File: src/design/ccr_pkg.sv
package ccr_pkg;

  localparam int SAMPLE_W     = 16;
  localparam int PHASE_W      = 20;
  localparam int FRAC_W       = SAMPLE_W - 2;
  localparam int GUARD_W      = 4;
  localparam int CORDIC_STEPS = SAMPLE_W + 2;
  localparam int CNT_W        = $clog2(CORDIC_STEPS);
  localparam int XY_W         = SAMPLE_W + GUARD_W + 4;
  localparam int Z_W          = 34;
  localparam int MUL_A_W      = 31;
  localparam int MUL_B_W      = 32;
  localparam int PROD_W       = MUL_A_W + MUL_B_W + 1;
  localparam int ERR_W        = 2 * FRAC_W + 2;
  localparam int DET_W        = 2 * SAMPLE_W + 2;
  localparam int T_W          = 26;
  localparam int STEP_W       = PHASE_W + 1;
  localparam int GAIN_W       = 16;
  localparam int LIMIT_W      = PHASE_W - 1;
  localparam int ORDER_W      = 2;
  localparam int CFG_ADDR_W   = 2;
  localparam int CFG_DATA_W   = LIMIT_W;

  localparam int ROT_SHIFT    = 32 + GUARD_W;
  localparam int GAIN_SHIFT   = 2 * FRAC_W - 8;
  localparam int STEP_SHIFT   = 56 - PHASE_W;

  localparam logic [15:0] INV_GAIN_HI = 16'h9B74;
  localparam logic [15:0] INV_GAIN_LO = 16'hEDA8;
  localparam logic [31:0] INV_TWO_PI  = 32'd683565276;
  localparam longint      K8_Q32      = 64'd1779033704;
  localparam logic [15:0] K8_COEF     =
    16'((K8_Q32 + (64'd1 << (31 - FRAC_W))) >> (32 - FRAC_W));

  // detector order codes, the unused codes act as order 8
  localparam logic [ORDER_W-1:0] DET_ORDER2 = 2'd0;
  localparam logic [ORDER_W-1:0] DET_ORDER4 = 2'd1;

  localparam logic [CFG_ADDR_W-1:0] REG_DETECTOR = 2'd0;
  localparam logic [CFG_ADDR_W-1:0] REG_ALPHA    = 2'd1;
  localparam logic [CFG_ADDR_W-1:0] REG_BETA     = 2'd2;
  localparam logic [CFG_ADDR_W-1:0] REG_LIMIT    = 2'd3;

  localparam logic [LIMIT_W-1:0] LIMIT_RESET = 19'd166886;

  typedef enum logic [3:0] {
    ST_IDLE, ST_CORDIC, ST_XH, ST_XL, ST_YH, ST_YL, ST_RQ, ST_DMUL, ST_DERR,
    ST_BMUL, ST_BRND, ST_BINV, ST_BSTEP, ST_ARND, ST_AINV, ST_ASTEP
  } ccr_state_e;

  typedef struct packed {
    logic signed [MUL_A_W-1:0] a;
    logic signed [MUL_B_W-1:0] b;
  } ccr_mul_req_t;

  typedef struct packed {
    logic [ORDER_W-1:0] order;
    logic [GAIN_W-1:0]  alpha;
    logic [GAIN_W-1:0]  beta;
  } ccr_cfg_t;

  typedef struct packed {
    logic signed [SAMPLE_W-1:0] rot_i;
    logic signed [SAMPLE_W-1:0] rot_q;
    logic signed [STEP_W-1:0]   step_a;
    logic signed [STEP_W-1:0]   step_b;
  } ccr_res_t;

  function automatic logic [31:0] atan_turns(input logic [CNT_W-1:0] idx);
    logic [31:0] v;
    case (idx)
      5'd0:  v = 32'h20000000;
      5'd1:  v = 32'h12E4051E;
      5'd2:  v = 32'h09FB385B;
      5'd3:  v = 32'h051111D4;
      5'd4:  v = 32'h028B0D43;
      5'd5:  v = 32'h0145D7E1;
      5'd6:  v = 32'h00A2F61E;
      5'd7:  v = 32'h00517C55;
      5'd8:  v = 32'h0028BE53;
      5'd9:  v = 32'h00145F2F;
      5'd10: v = 32'h000A2F98;
      5'd11: v = 32'h000517CC;
      5'd12: v = 32'h00028BE6;
      5'd13: v = 32'h000145F3;
      5'd14: v = 32'h0000A2FA;
      5'd15: v = 32'h0000517D;
      5'd16: v = 32'h000028BE;
      5'd17: v = 32'h0000145F;
      5'd18: v = 32'h00000A30;
      5'd19: v = 32'h00000518;
      5'd20: v = 32'h0000028C;
      5'd21: v = 32'h00000146;
      5'd22: v = 32'h000000A3;
      5'd23: v = 32'h00000051;
      5'd24: v = 32'h00000029;
      5'd25: v = 32'h00000014;
      5'd26: v = 32'h0000000A;
      5'd27: v = 32'h00000005;
      5'd28: v = 32'h00000003;
      5'd29: v = 32'h00000001;
      5'd30: v = 32'h00000001;
      default: v = 32'h00000000;
    endcase
    return v;
  endfunction

endpackage

File: src/design/costas_carrier_recovery.sv
// Costas carrier recovery for BPSK, QPSK and 8PSK signals.
// s_axis carries one complex sample per transaction: tdata holds the I and
// Q samples (signed Q1.14), tuser the sense tag and its value. m_axis
// returns the derotated sample, the loop frequency after the update, the
// echoed tag and the sensing state, one transaction per input.
// The cfg channel writes the detector order, the two loop gains and the
// frequency limit; write it only while no sample is in flight.
// An accepted sample passes through a CORDIC that iterates one micro-rotation
// per cycle, then a single shared multiplier handles the gain correction,
// the phase detector and both loop gains in sequence. The result is
// registered as the engine leaves its last state, and s_axis_tready is high
// again from that same edge, so no new sample is taken before the result of
// the previous sample is registered. The loop phase feedback requires this:
// each sample needs the phase left by the one before it.
// A finished result waits in the output register; if the receiver stalls,
// the engine holds its result and the next sample is refused until the
// output register is free.
// Reset clears the NCO phase and frequency, the saved copies and sensing,
// and loads the default register values: order 4, zero gains, one radian.
module costas_carrier_recovery import ccr_pkg::*; (
  input  logic                  clk_i,
  input  logic                  rst_ni,
  input  logic                  s_axis_tvalid,
  output logic                  s_axis_tready,
  input  logic [31:0]           s_axis_tdata,  // sample_i, sample_q
  input  logic [1:0]            s_axis_tuser,  // tag_present, tag_sensing
  output logic                  m_axis_tvalid,
  input  logic                  m_axis_tready,
  output logic [55:0]           m_axis_tdata,  // rotated_i, rotated_q, loop_freq
  output logic [1:0]            m_axis_tuser,  // tag_echo, sensing_flag
  input  logic                  cfg_valid_i,
  output logic                  cfg_ready_o,
  input  logic [CFG_ADDR_W-1:0] cfg_addr_i,
  input  logic [CFG_DATA_W-1:0] cfg_data_i
);

  logic [ORDER_W-1:0] order_q;
  logic [GAIN_W-1:0] alpha_q, beta_q;
  logic [LIMIT_W-1:0] limit_q;
  logic [PHASE_W-1:0] nco_phase_q, saved_phase_q;
  logic signed [PHASE_W-1:0] nco_freq_q, saved_freq_q;
  logic sensing_q, tag_q;
  logic out_valid_q;
  logic signed [SAMPLE_W-1:0] out_i_q, out_q_q;
  logic signed [PHASE_W-1:0] out_freq_q;
  logic out_tag_q, out_sense_q;

  logic accept, idle, done, ack, tag_in, sense_in;
  logic [PHASE_W-1:0] start_phase;
  ccr_cfg_t cfg;
  ccr_res_t res;

  assign cfg_ready_o = 1'b1;
  assign tag_in   = s_axis_tuser[0];
  assign sense_in = s_axis_tuser[1];
  assign s_axis_tready = idle;
  assign accept = s_axis_tvalid && s_axis_tready;
  assign ack = done && (!out_valid_q || m_axis_tready);
  assign start_phase = (tag_in && !sense_in) ? saved_phase_q : nco_phase_q;
  assign cfg = '{order: order_q, alpha: alpha_q, beta: beta_q};

  ccr_engine u_engine (
    .clk_i      (clk_i),
    .rst_ni     (rst_ni),
    .start_i    (accept),
    .sample_i_i ($signed(s_axis_tdata[15:0])),
    .sample_q_i ($signed(s_axis_tdata[31:16])),
    .phase_i    (start_phase),
    .sensing_i  (sensing_q),
    .cfg_i      (cfg),
    .ack_i      (ack),
    .idle_o     (idle),
    .done_o     (done),
    .res_o      (res)
  );

  logic signed [PHASE_W+1:0] freq_sum, lim_ext;
  logic [PHASE_W-1:0] phase_next;
  logic signed [PHASE_W-1:0] freq_clip;

  always_comb begin
    freq_sum = (PHASE_W+2)'(nco_freq_q) + (PHASE_W+2)'(res.step_b);
    lim_ext = $signed((PHASE_W+2)'(limit_q));
    phase_next = nco_phase_q + freq_sum[PHASE_W-1:0] + res.step_a[PHASE_W-1:0];
    if (freq_sum > lim_ext) freq_clip = lim_ext[PHASE_W-1:0];
    else if (freq_sum < -lim_ext) freq_clip = PHASE_W'(-lim_ext);
    else freq_clip = freq_sum[PHASE_W-1:0];
  end

  always_ff @(posedge clk_i or negedge rst_ni) begin
    if (!rst_ni) begin
      order_q       <= DET_ORDER4;
      alpha_q       <= '0;
      beta_q        <= '0;
      limit_q       <= LIMIT_RESET;
      nco_phase_q   <= '0;
      nco_freq_q    <= '0;
      saved_phase_q <= '0;
      saved_freq_q  <= '0;
      sensing_q     <= 1'b0;
      tag_q         <= 1'b0;
      out_valid_q   <= 1'b0;
    end else begin
      if (cfg_valid_i) begin
        case (cfg_addr_i)
          REG_DETECTOR: order_q <= cfg_data_i[ORDER_W-1:0];
          REG_ALPHA:    alpha_q <= cfg_data_i[GAIN_W-1:0];
          REG_BETA:     beta_q  <= cfg_data_i[GAIN_W-1:0];
          REG_LIMIT:    limit_q <= cfg_data_i[LIMIT_W-1:0];
          default: ;
        endcase
      end
      // the tag acts before its own sample is rotated
      if (accept) begin
        tag_q <= tag_in;
        if (tag_in) begin
          sensing_q <= sense_in;
          if (sense_in) begin
            saved_phase_q <= nco_phase_q;
            saved_freq_q  <= nco_freq_q;
          end else begin
            nco_phase_q <= saved_phase_q;
            nco_freq_q  <= saved_freq_q;
          end
        end
      end
      if (ack) begin
        nco_phase_q <= phase_next;
        nco_freq_q  <= freq_clip;
        out_valid_q <= 1'b1;
      end else if (m_axis_tready) begin
        out_valid_q <= 1'b0;
      end
    end
  end

  always_ff @(posedge clk_i) begin
    if (ack) begin
      out_i_q     <= res.rot_i;
      out_q_q     <= res.rot_q;
      out_freq_q  <= freq_clip;
      out_tag_q   <= tag_q;
      out_sense_q <= sensing_q;
    end
  end

  assign m_axis_tvalid = out_valid_q;
  assign m_axis_tdata  = {4'b0, out_freq_q, out_q_q, out_i_q};
  assign m_axis_tuser  = {out_sense_q, out_tag_q};

`ifndef ASSERT_OFF
  a_busy_after_accept: assert property (@(posedge clk_i) disable iff (!rst_ni)
    accept |=> !s_axis_tready)
    else $error("input taken while a sample is in flight");
  a_ack_slot_free: assert property (@(posedge clk_i) disable iff (!rst_ni)
    ack |-> (!out_valid_q || m_axis_tready))
    else $error("result written over a waiting transaction");
  a_done_not_idle: assert property (@(posedge clk_i) disable iff (!rst_ni)
    done |-> !idle)
    else $error("engine reports done while idle");
`endif

endmodule

File: src/design/ccr_mul.sv
module ccr_mul import ccr_pkg::*; (
  input  logic                     clk_i,
  input  ccr_mul_req_t             req_i,
  output logic signed [PROD_W-1:0] prod_o
);

  logic signed [PROD_W-1:0] prod_q;

  always_ff @(posedge clk_i) begin
    prod_q <= PROD_W'(req_i.a * req_i.b);
  end

  assign prod_o = prod_q;

endmodule

File: src/design/ccr_engine.sv
module ccr_engine import ccr_pkg::*; (
  input  logic                       clk_i,
  input  logic                       rst_ni,
  input  logic                       start_i,
  input  logic signed [SAMPLE_W-1:0] sample_i_i,
  input  logic signed [SAMPLE_W-1:0] sample_q_i,
  input  logic [PHASE_W-1:0]         phase_i,
  input  logic                       sensing_i,
  input  ccr_cfg_t                   cfg_i,
  input  logic                       ack_i,
  output logic                       idle_o,
  output logic                       done_o,
  output ccr_res_t                   res_o
);

  localparam logic signed [Z_W-1:0]    QUARTER   = Z_W'(64'd1 << 30);
  localparam logic signed [Z_W-1:0]    HALF_TURN = Z_W'(64'd1 << 31);
  localparam logic signed [PROD_W-1:0] RND_ROT   = PROD_W'(64'd1 << (ROT_SHIFT - 1));
  localparam logic signed [PROD_W-1:0] RND_GAIN  = PROD_W'(64'd1 << (GAIN_SHIFT - 1));
  localparam logic signed [PROD_W-1:0] RND_STEP  = PROD_W'(64'd1 << (STEP_SHIFT - 1));
  localparam logic signed [PROD_W-1:0] S_MAX     = PROD_W'((64'd1 << (SAMPLE_W - 1)) - 1);
  localparam logic signed [PROD_W-1:0] S_MIN     = -S_MAX - PROD_W'(1);
  localparam logic signed [DET_W-1:0]  ERR_ONE   = DET_W'(64'd1 << (2 * FRAC_W));

  ccr_state_e state_q, state_d;
  logic [CNT_W-1:0] cnt_q;
  logic signed [XY_W-1:0] x_q, y_q;
  logic signed [Z_W-1:0] z_q;
  logic signed [PROD_W-1:0] acc_q;
  logic signed [SAMPLE_W-1:0] ri_q, rq_q;
  logic signed [ERR_W-1:0] err_q;
  logic signed [T_W-1:0] t_q;
  logic signed [STEP_W-1:0] step_b_q;

  ccr_mul_req_t req;
  logic signed [PROD_W-1:0] prod;
  logic signed [PROD_W-1:0] rot_sum;

  ccr_mul u_mul (.clk_i(clk_i), .req_i(req), .prod_o(prod));

  function automatic logic signed [SAMPLE_W-1:0] sat_round(
    input logic signed [PROD_W-1:0] v);
    logic signed [PROD_W-1:0] r;
    r = (v + RND_ROT) >>> ROT_SHIFT;
    if (r > S_MAX) return S_MAX[SAMPLE_W-1:0];
    if (r < S_MIN) return S_MIN[SAMPLE_W-1:0];
    return r[SAMPLE_W-1:0];
  endfunction

  // detector helpers on the registered rotated sample
  logic i_pos, q_pos, i_major;
  logic signed [DET_W-1:0] ii, qq, mm, si_q, sq_i, si_m, sq_m, det_e;
  logic signed [SAMPLE_W:0] abs_i, abs_q;

  always_comb begin
    ii = DET_W'(ri_q);
    qq = DET_W'(rq_q);
    mm = prod[DET_W-1:0];
    i_pos = (ri_q != '0) && !ri_q[SAMPLE_W-1];
    q_pos = (rq_q != '0) && !rq_q[SAMPLE_W-1];
    abs_i = ri_q[SAMPLE_W-1] ? -(SAMPLE_W+1)'(ri_q) : (SAMPLE_W+1)'(ri_q);
    abs_q = rq_q[SAMPLE_W-1] ? -(SAMPLE_W+1)'(rq_q) : (SAMPLE_W+1)'(rq_q);
    i_major = abs_i >= abs_q;
    si_q = i_pos ? qq : -qq;
    sq_i = q_pos ? ii : -ii;
    si_m = i_pos ? mm : -mm;
    sq_m = q_pos ? mm : -mm;
    case (cfg_i.order)
      DET_ORDER2: det_e = mm;
      DET_ORDER4: det_e = (si_q - sq_i) <<< FRAC_W;
      default:    det_e = i_major ? (si_q <<< FRAC_W) - sq_m : si_m - (sq_i <<< FRAC_W);
    endcase
  end

  assign rot_sum = acc_q + prod;

  // next state
  always_comb begin
    state_d = state_q;
    case (state_q)
      ST_IDLE:   if (start_i) state_d = ST_CORDIC;
      ST_CORDIC: if (cnt_q == CNT_W'(CORDIC_STEPS - 1)) state_d = ST_XH;
      ST_XH:     state_d = ST_XL;
      ST_XL:     state_d = ST_YH;
      ST_YH:     state_d = ST_YL;
      ST_YL:     state_d = ST_RQ;
      ST_RQ:     state_d = ST_DMUL;
      ST_DMUL:   state_d = ST_DERR;
      ST_DERR:   state_d = ST_BMUL;
      ST_BMUL:   state_d = ST_BRND;
      ST_BRND:   state_d = ST_BINV;
      ST_BINV:   state_d = ST_BSTEP;
      ST_BSTEP:  state_d = ST_ARND;
      ST_ARND:   state_d = ST_AINV;
      ST_AINV:   state_d = ST_ASTEP;
      ST_ASTEP:  if (ack_i) state_d = ST_IDLE;
      default:   state_d = ST_IDLE;
    endcase
  end

  // multiplier operands and status
  always_comb begin
    req = '0;
    idle_o = 1'b0;
    done_o = 1'b0;
    case (state_q)
      ST_IDLE: idle_o = 1'b1;
      ST_XH: begin
        req.a = MUL_A_W'(x_q);
        req.b = $signed(MUL_B_W'(INV_GAIN_HI));
      end
      ST_XL: begin
        req.a = MUL_A_W'(x_q);
        req.b = $signed(MUL_B_W'(INV_GAIN_LO));
      end
      ST_YH: begin
        req.a = MUL_A_W'(y_q);
        req.b = $signed(MUL_B_W'(INV_GAIN_HI));
      end
      ST_YL: begin
        req.a = MUL_A_W'(y_q);
        req.b = $signed(MUL_B_W'(INV_GAIN_LO));
      end
      ST_DMUL: begin
        if (cfg_i.order == DET_ORDER2) begin
          req.a = MUL_A_W'(ri_q);
          req.b = MUL_B_W'(rq_q);
        end else begin
          req.a = i_major ? MUL_A_W'(ri_q) : MUL_A_W'(rq_q);
          req.b = $signed(MUL_B_W'(K8_COEF));
        end
      end
      ST_BMUL: begin
        req.a = MUL_A_W'(err_q);
        req.b = $signed(MUL_B_W'(cfg_i.beta));
      end
      ST_BINV, ST_AINV: begin
        req.a = MUL_A_W'(t_q);
        req.b = $signed(INV_TWO_PI);
      end
      ST_BSTEP: begin
        req.a = MUL_A_W'(err_q);
        req.b = $signed(MUL_B_W'(cfg_i.alpha));
      end
      ST_ASTEP: begin
        // hold the operands so the alpha step stays put while the output waits
        req.a = MUL_A_W'(t_q);
        req.b = $signed(INV_TWO_PI);
        done_o = 1'b1;
      end
      default: ;
    endcase
  end

  always_ff @(posedge clk_i or negedge rst_ni) begin
    if (!rst_ni) begin
      state_q <= ST_IDLE;
    end else begin
      state_q <= state_d;
    end
  end

  logic [PHASE_W-1:0] neg_phase;
  logic signed [31:0] z32;
  logic signed [Z_W-1:0] z_init;
  logic signed [XY_W-1:0] x_init, y_init;

  always_comb begin
    neg_phase = -phase_i;
    z32 = $signed({neg_phase, {(32 - PHASE_W){1'b0}}});
    z_init = Z_W'(z32);
    x_init = XY_W'(sample_i_i) <<< GUARD_W;
    y_init = XY_W'(sample_q_i) <<< GUARD_W;
  end

  always_ff @(posedge clk_i) begin
    case (state_q)
      ST_IDLE: begin
        cnt_q <= '0;
        if (z_init > QUARTER) begin
          x_q <= -x_init;
          y_q <= -y_init;
          z_q <= z_init - HALF_TURN;
        end else if (z_init < -QUARTER) begin
          x_q <= -x_init;
          y_q <= -y_init;
          z_q <= z_init + HALF_TURN;
        end else begin
          x_q <= x_init;
          y_q <= y_init;
          z_q <= z_init;
        end
      end
      ST_CORDIC: begin
        cnt_q <= cnt_q + CNT_W'(1);
        if (!z_q[Z_W-1]) begin
          x_q <= x_q - (y_q >>> cnt_q);
          y_q <= y_q + (x_q >>> cnt_q);
          z_q <= z_q - $signed(Z_W'(atan_turns(cnt_q)));
        end else begin
          x_q <= x_q + (y_q >>> cnt_q);
          y_q <= y_q - (x_q >>> cnt_q);
          z_q <= z_q + $signed(Z_W'(atan_turns(cnt_q)));
        end
      end
      ST_XL, ST_YL: acc_q <= prod <<< 16;
      ST_YH: ri_q <= sat_round(rot_sum);
      ST_RQ: rq_q <= sat_round(rot_sum);
      ST_DERR: begin
        if (sensing_i) err_q <= '0;
        else if (det_e > ERR_ONE) err_q <= ERR_ONE[ERR_W-1:0];
        else if (det_e < -ERR_ONE) err_q <= ERR_W'(-ERR_ONE);
        else err_q <= det_e[ERR_W-1:0];
      end
      ST_BRND, ST_ARND: t_q <= T_W'((prod + RND_GAIN) >>> GAIN_SHIFT);
      ST_BSTEP: step_b_q <= STEP_W'((prod + RND_STEP) >>> STEP_SHIFT);
      ST_AINV: ;
      default: ;
    endcase
  end

  // the alpha step lands in the cycle after its round-to-phase multiply
  logic signed [STEP_W-1:0] step_a;
  assign step_a = STEP_W'((prod + RND_STEP) >>> STEP_SHIFT);

  assign res_o.rot_i  = ri_q;
  assign res_o.rot_q  = rq_q;
  assign res_o.step_a = step_a;
  assign res_o.step_b = step_b_q;

endmodule
File: config.mk
export PLATFORM = sky130hd
export DESIGN_NAME = costas_carrier_recovery
export DESIGN_NICKNAME = d
export VERILOG_FILES = /design/src/design/ccr_pkg.sv /design/src/design/costas_carrier_recovery.sv /design/src/design/ccr_mul.sv /design/src/design/ccr_engine.sv
export SDC_FILE = /design/constraint.sdc
export NUM_CORES = 2
export LEC_CHECK = 0
export BUFFER_PORTS_ARGS = -buffer_cell sky130_fd_sc_hd__buf_4
export CAP_MARGIN = 25
export CORE_MARGIN = 3
export CORE_UTILIZATION = 40
export DETAILED_ROUTE_END_ITERATION = 7
export GPL_TIMING_DRIVEN = 0
export PLACE_DENSITY = 0.62
export SLEW_MARGIN = 30
export SYNTH_ARGS = -nofsm -noshare
export SYNTH_HDL_FRONTEND = slang
export SYNTH_HIERARCHICAL = 1
export SYNTH_SLANG_ARGS = --single-unit
File: constraint.sdc
create_clock -name clk_i -period 11.7 [get_ports clk_i]
set_input_delay 1.17 -clock clk_i [delete_from_list [all_inputs] [get_ports clk_i]]
set_output_delay 1.17 -clock clk_i [all_outputs]
set_load 0.005 [all_outputs]
# Word level (Yosys, flattened, before mapping)
# Memories as Yosys holds them, arrays and structs flattened. A register that Yosys moved wholly into a read port is not among the register bits.
# Cells that the tools add are included.
[totals] regBits=501 romBits=1920 out_inout_bits=61 elab_cells=191 memories=2
[op_classes] add_sub_neg=28 mul=1 magnitude_cmp=9 eq_ne=23 n_shift=2 n_mux=65 n_reduce_logical=31
[memory_table] memory="(name not given)" depth=32 word_bits=30 read_ports=1 rd_clocked_by_memory_dff=1 write_ports=0 line_no="ccr_pkg.sv:71" text="case (idx)"
[memory_table] memory="(name not given)" depth=32 word_bits=30 read_ports=1 rd_clocked_by_memory_dff=1 write_ports=0 line_no="ccr_pkg.sv:71"
[op_table] operator="one-hot mux 63 bit (8 select lines)" count=1
[op_table] operator="2-to-1 mux 20 bit" count=13
[op_table] operator="2-to-1 mux 34 bit" count=6
[op_table] operator="2-to-1 mux 24 bit" count=6
[op_table] operator="one-hot mux 34 bit (2 select lines)" count=2
[op_table] operator="2-to-1 mux 32 bit" count=4
[op_table] operator="2-to-1 mux 16 bit" count=6
[op_table] operator="one-hot mux 24 bit (2 select lines)" count=2
[op_table] operator="subtractor 34 bit" count=2
[op_table] operator="adder 64 x 37 -> 64 bit, second input constant" count=1
[op_table] operator="adder 64 x 63 -> 64 bit" count=1
[op_table] operator="one-hot mux 4 bit (16 select lines)" count=1
[op_table] operator="multiplier 31 x 32 -> 63 bit" count=1
[op_table] operator="2-to-1 mux 63 bit" count=1
[op_table] operator="adder 57 x 37 -> 57 bit, second input constant" count=1
[op_table] operator="adder 24 bit" count=2
[op_table] operator="negator 20 -> 24 bit" count=2
[op_table] operator=">>> shifter 24 x 5 -> 24 bit" count=2
[op_table] operator="subtractor 24 bit" count=2
[op_table] operator="adder 46 x 21 -> 46 bit, second input constant" count=1
[op_table] operator="adder 20 bit" count=2
[op_table] operator="negator 16 -> 20 bit" count=2
[op_table] operator="adder 32 x 33 -> 34 bit, second input constant" count=1
[op_table] operator="adder 34 x 33 -> 34 bit" count=1
[op_table] operator="46 further kinds" count=96

# Longest topological paths before layout
[depth] word_depth=9 depth_mapped=50 ltp_nobuf=47

# Modules after synthesis
# The synthesis kept the hierarchy.
[modules_own_cells] module="ccr_mul" n_inst=1 cells_each=3959 area_per_inst_um2=36811.6 seq_area_each_um2=1261.2
[modules_own_cells] module="ccr_engine" n_inst=1 cells_each=3679 area_per_inst_um2=31278.7 seq_area_each_um2=8027.7
[modules_own_cells] module="costas_carrier_recovery" n_inst=1 cells_each=1173 area_per_inst_um2=11910.2 seq_area_each_um2=5038.6

# Worst setup path after synthesis
# No wires, ideal clock.
[synth_timing] kind="register to register" start="register u_engine.rq_q[0]" end="register u_engine.u_mul.prod_q[60] (netlist: u_engine/u_mul/prod_o[60])" setup_ns=0.064 arrival_time_ns=12.200 path_slack_ns=-0.563 stages_incl_launch_ff=45 path_buffers=3 synth_period_minus_slack_ns=12.263 path_cell_list="edfxtp_1 > inv_1 > ha_1 > nor3b_2 > and2_1 > nand2_1 > or3_1 > or3_1 > nand2_1 > xor2_1 > ha_1 > a21o_1 > a2111o_1 > o2111ai_1 > o211ai_2 > nor2_1 > clkbuf_1 > a21oi_1 > (+9 left out) > fa_1 > inv_1 > fa_1 > fa_1 > inv_1 > fa_1 > inv_1 > ha_1 > clkbuf_1 > a21o_1 > a21o_1 > a21o_1 > a21oi_1 > o221ai_1 > a32oi_1 > o21ai_1 > or4_1 > nand4_1"
[synth_rtl] item="from (decl)" line_no="ccr_engine.sv:30" text="logic signed [SAMPLE_W-1:0] ri_q, rq_q;"
[synth_rtl] item="from (signal assigned)" line_no="ccr_engine.sv:208" text="ST_RQ: rq_q <= sat_round(rot_sum);"
[synth_rtl] item="to (signal assigned)" line_no="ccr_mul.sv:10" text="prod_q <= PROD_W'(req_i.a * req_i.b);"
[synth_rtl] item="to (decl)" line_no="ccr_mul.sv:7" text="logic signed [PROD_W-1:0] prod_q;"

==> flow_summary.toml <==
[outcome]
outcome = "complete, but fails checks"
violations = "design-rule violations, negative setup slack"

[sta]
setup_ws_ns = -0.3721
tns_ns = -3.741
post-route-period-util_pct = 103.2
setup_viol = 17
hold_violations = 0
rsz0062_at_grt = "yes"
fmax_ghz = 0.08284
worstMarginPinSlew_ns = 1.141
skew_ns = 0.07604
slew_violations = 0
relSlewSlack_pct = 23.96
period_needed_ns = 12.07

[routing]
final_antenna_net_count = 0
drt-wirelength-per-cell_um = 26.97
vias = 69330
wirelength_um = 320700
drt_iter0_drc = 7487
vias_per_cell = 5.830
drt-pass1-iter-count = 8
drc = 15

[cts]
cts_sinks = 531
cts_tree = "built"
clk_pin_slew_ns = 0.07
clockBufferDepth = 3
htree_levels = 2
cts_root_buf = "clkbuf_16"
cts_made_buffers = 61
clk_latency_ns = 0.73

[final_layout]
drive_gt1_share_pct = 13.07
nets = 10840
postLayoutCoreUtil_pct = 45.94
register_area_um2 = 14330
syn_to_final_growth_pct = 13.72
n_fill_cell = 19060
multiInputGateArea_um2 = 60750
stdcell_count = 11890

[worst_setup_path]
slowest_delay_ns = 0.96
rrSetupSlack_ns = -0.37
timing.rr.start = "order_q[1]"
cp-end-kind = "flip-flop"
path_buf_inv = 13
critical_path_required_ns = 12.27
crit_path_top_delay_cell = "a222oi_1"
worst_path_dominant_cell_family = "adder cells"
worst_path_most_repeated_cell = "fa_1"
reg2reg_depth = 36
timing.critical_path.from = "order_q[1]"
worst-path-max-fanout = 10
worstSetupPathType = "flip-flop to flip-flop"
rr_endpoint = "u_engine/u_mul/prod_o[62]"
startpoint_type = "flip-flop"
worstPathArrival_ns = 12.64

[yosys]
yosysWarningCount = 6
synth.mux.area_fraction_pct = 4.085
synth.avg_cell_area_um2 = 9.080
ys_ff_latch = 531
netlist_area_um2 = 80000
yosys.area_share.adder_pct = 35.07
ys_types = 138
seq_area_frac_synth_pct = 17.91
yosys.area_share.simple_pct = 16.95
yosys_most_used_dff = "edfxtp_1"
synth-edff-count = 298
synth_xor_area_share_pct = 5.552
synth_top_family_by_area = "adder cells"
synthCells = 8811
synth_compound_area_share_pct = 12.11
async_reset_ff_share_pct = 26.37

[floorplanning]
design.core.area_um2 = 198000
rows = 163
ioPinCount = 121
die-area_um2 = 205400
die_y_um = 453.2
die_w_um = 453.2
initial_core_util_pct = 40.40

[global_route]
grt_overflow = 0
grt_pass1_wl_um = 464400
grt_util_all_layers_pct = 30.73
grt_max_degree = 76
antenna_found_initial = 21
first_global_vias = 69310

[placement]
dp.cells = 11600
place.gp.congestion = 1.068
post-dp-hpwl_um = 257600
pre_cts_slack_ns = -4.318
portBuffers = 115

[job]
timing.max_cap.violations = 0

[worst_hold_path]
hold_class = "input pin to asynchronous set/reset pin"
## flip-flops by register name, summed over array words and instances (netlist names), 19 cells and up, named ones only
| name | cells |
|---|---|
| limit_q | 19 |
| nco_freq_q | 20 |
| nco_phase_q | 20 |
| out_freq_q | 20 |
| saved_freq_q | 20 |
| saved_phase_q | 20 |
| u_engine/acc_q | 48 |
| u_engine/err_q | 30 |
| u_engine/step_b_q | 21 |
| u_engine/t_q | 26 |
| u_engine/u_mul/prod_o | 63 |
| u_engine/x_q | 24 |
| u_engine/y_q | 24 |
| u_engine/z_q | 34 |
## per-stage QoR
| stage | hold WS, ns | cell area (um2) |
|---|---|---|
| 5_1_grt | 0.4017 | 90940 |
| 3_3_place_gp | 0.4184 | 84190 |
| 2_1_floorplan | 0.4029 | 80020 |
| 3_5_place_dp | 0.4199 | 84690 |
| 4_1_cts | 0.3597 | 90040 |
| 6_report | 0.3695 | 90980 |
## layer usage
layer,wire (um),track usage [%],vias up
met4,22060,17.45,4
li1,-,-,29850
met1,124100,39.58,35030
met3,33090,6.954,835
met5,27,0,-
met2,141400,47.58,3610
## how the worst max path moves through the flow
stage | end | slack (ns) | depth (start not counted)
floorplan | u_engine/u_mul/prod_o[60] | 0.04 | 44
global placement | u_engine/u_mul/prod_o[62] | -4.24 | 42
detailed placement | u_engine/u_mul/prod_o[61] | -4.32 | 45
CTS | u_engine/u_mul/prod_o[60] | -0.19 | 49
global route | u_engine/u_mul/prod_o[60] | -0.65 | 48
finish | u_engine/u_mul/prod_o[62] | -0.37 | 36
## cells in the mapped netlist, drive strengths merged, types with 71 or more instances
master  count  area [um2]
inv      1272        4775
fa       1072       21460
nand2     971        3645
and2      539        3374
ha        525        6569
nor2      481        1822
a21oi     464        2405
clkbuf    379        1425
xnor2     314        2750
edfxtp    298        8949
o21ai     269        1373
xor2      188        1647
nand3     146       740.7
mux2      134        1520
nor3      131       704.4
dfrtp     129        3228
a21o      108       810.8
dfxtp      93        1862
buf        83       439.2
and3       71       444.2
## placed cells by master, fill, tap and decap left out, types with 102 or more instances in the layout
cell type and n:
dfrtp_1 129, inv_1 1233, ha_1 482, xnor2_1 311, a21oi_1 428, xor2_1 186, fa_1 1033, mux2_2 130
clkbuf_1 238, nand2_1 957, nor3_1 112, edfxtp_1 298, and2_1 526, nor2_1 470, a21o_1 102, nand3_1 133
buf_4 294, o21ai_0 243
## area by class of cell
cell class,count,share of cell area [%]
Sequential cell,531,15.75
Clock inverter,38,0.3713
Tap cell,2640,3.631
Timing Repair Buffer,331,3.169
Multi-Input combinational cell,6548,66.78
Antenna cell,16,0.04401
Clock buffer,78,1.886
Buffer,436,3.079
Inverter,1274,5.294
## cell families (layout without fill, tap and decap cells)
kind of cell,after synthesis,in the layout
flops,531,531
compound gates,1453,1453
xor+xnor,504,504
simple gates,2738,2739
buf+inv,1736,2157
mux,247,247
fa+ha+maj,1600,1600
other cells,2,21
## worst register-to-register path: cells and delay by family (launching register included)
kind	cells	cell delay [ns]
AOI/OAI and AO/OA	5	1.72
buffers and inverters	13	3.01
adders and majority gates	9	4.33
DFF	1	0.35
and+or+nand+nor	9	2.48
## timing repair
action / 4_1_cts / 5_1_grt
cloned: 2 / 1
setup buffers: 144 / 40
hold buffers: 0 / 0
pin swaps: 128 / 100
gates resized for setup: 535 / 164
setup endpoints to repair: 53 / 34
Power is left out: the tool's default activity adds up to more than one toggle a clock period on the data nets, which glitch-free logic cannot reach.
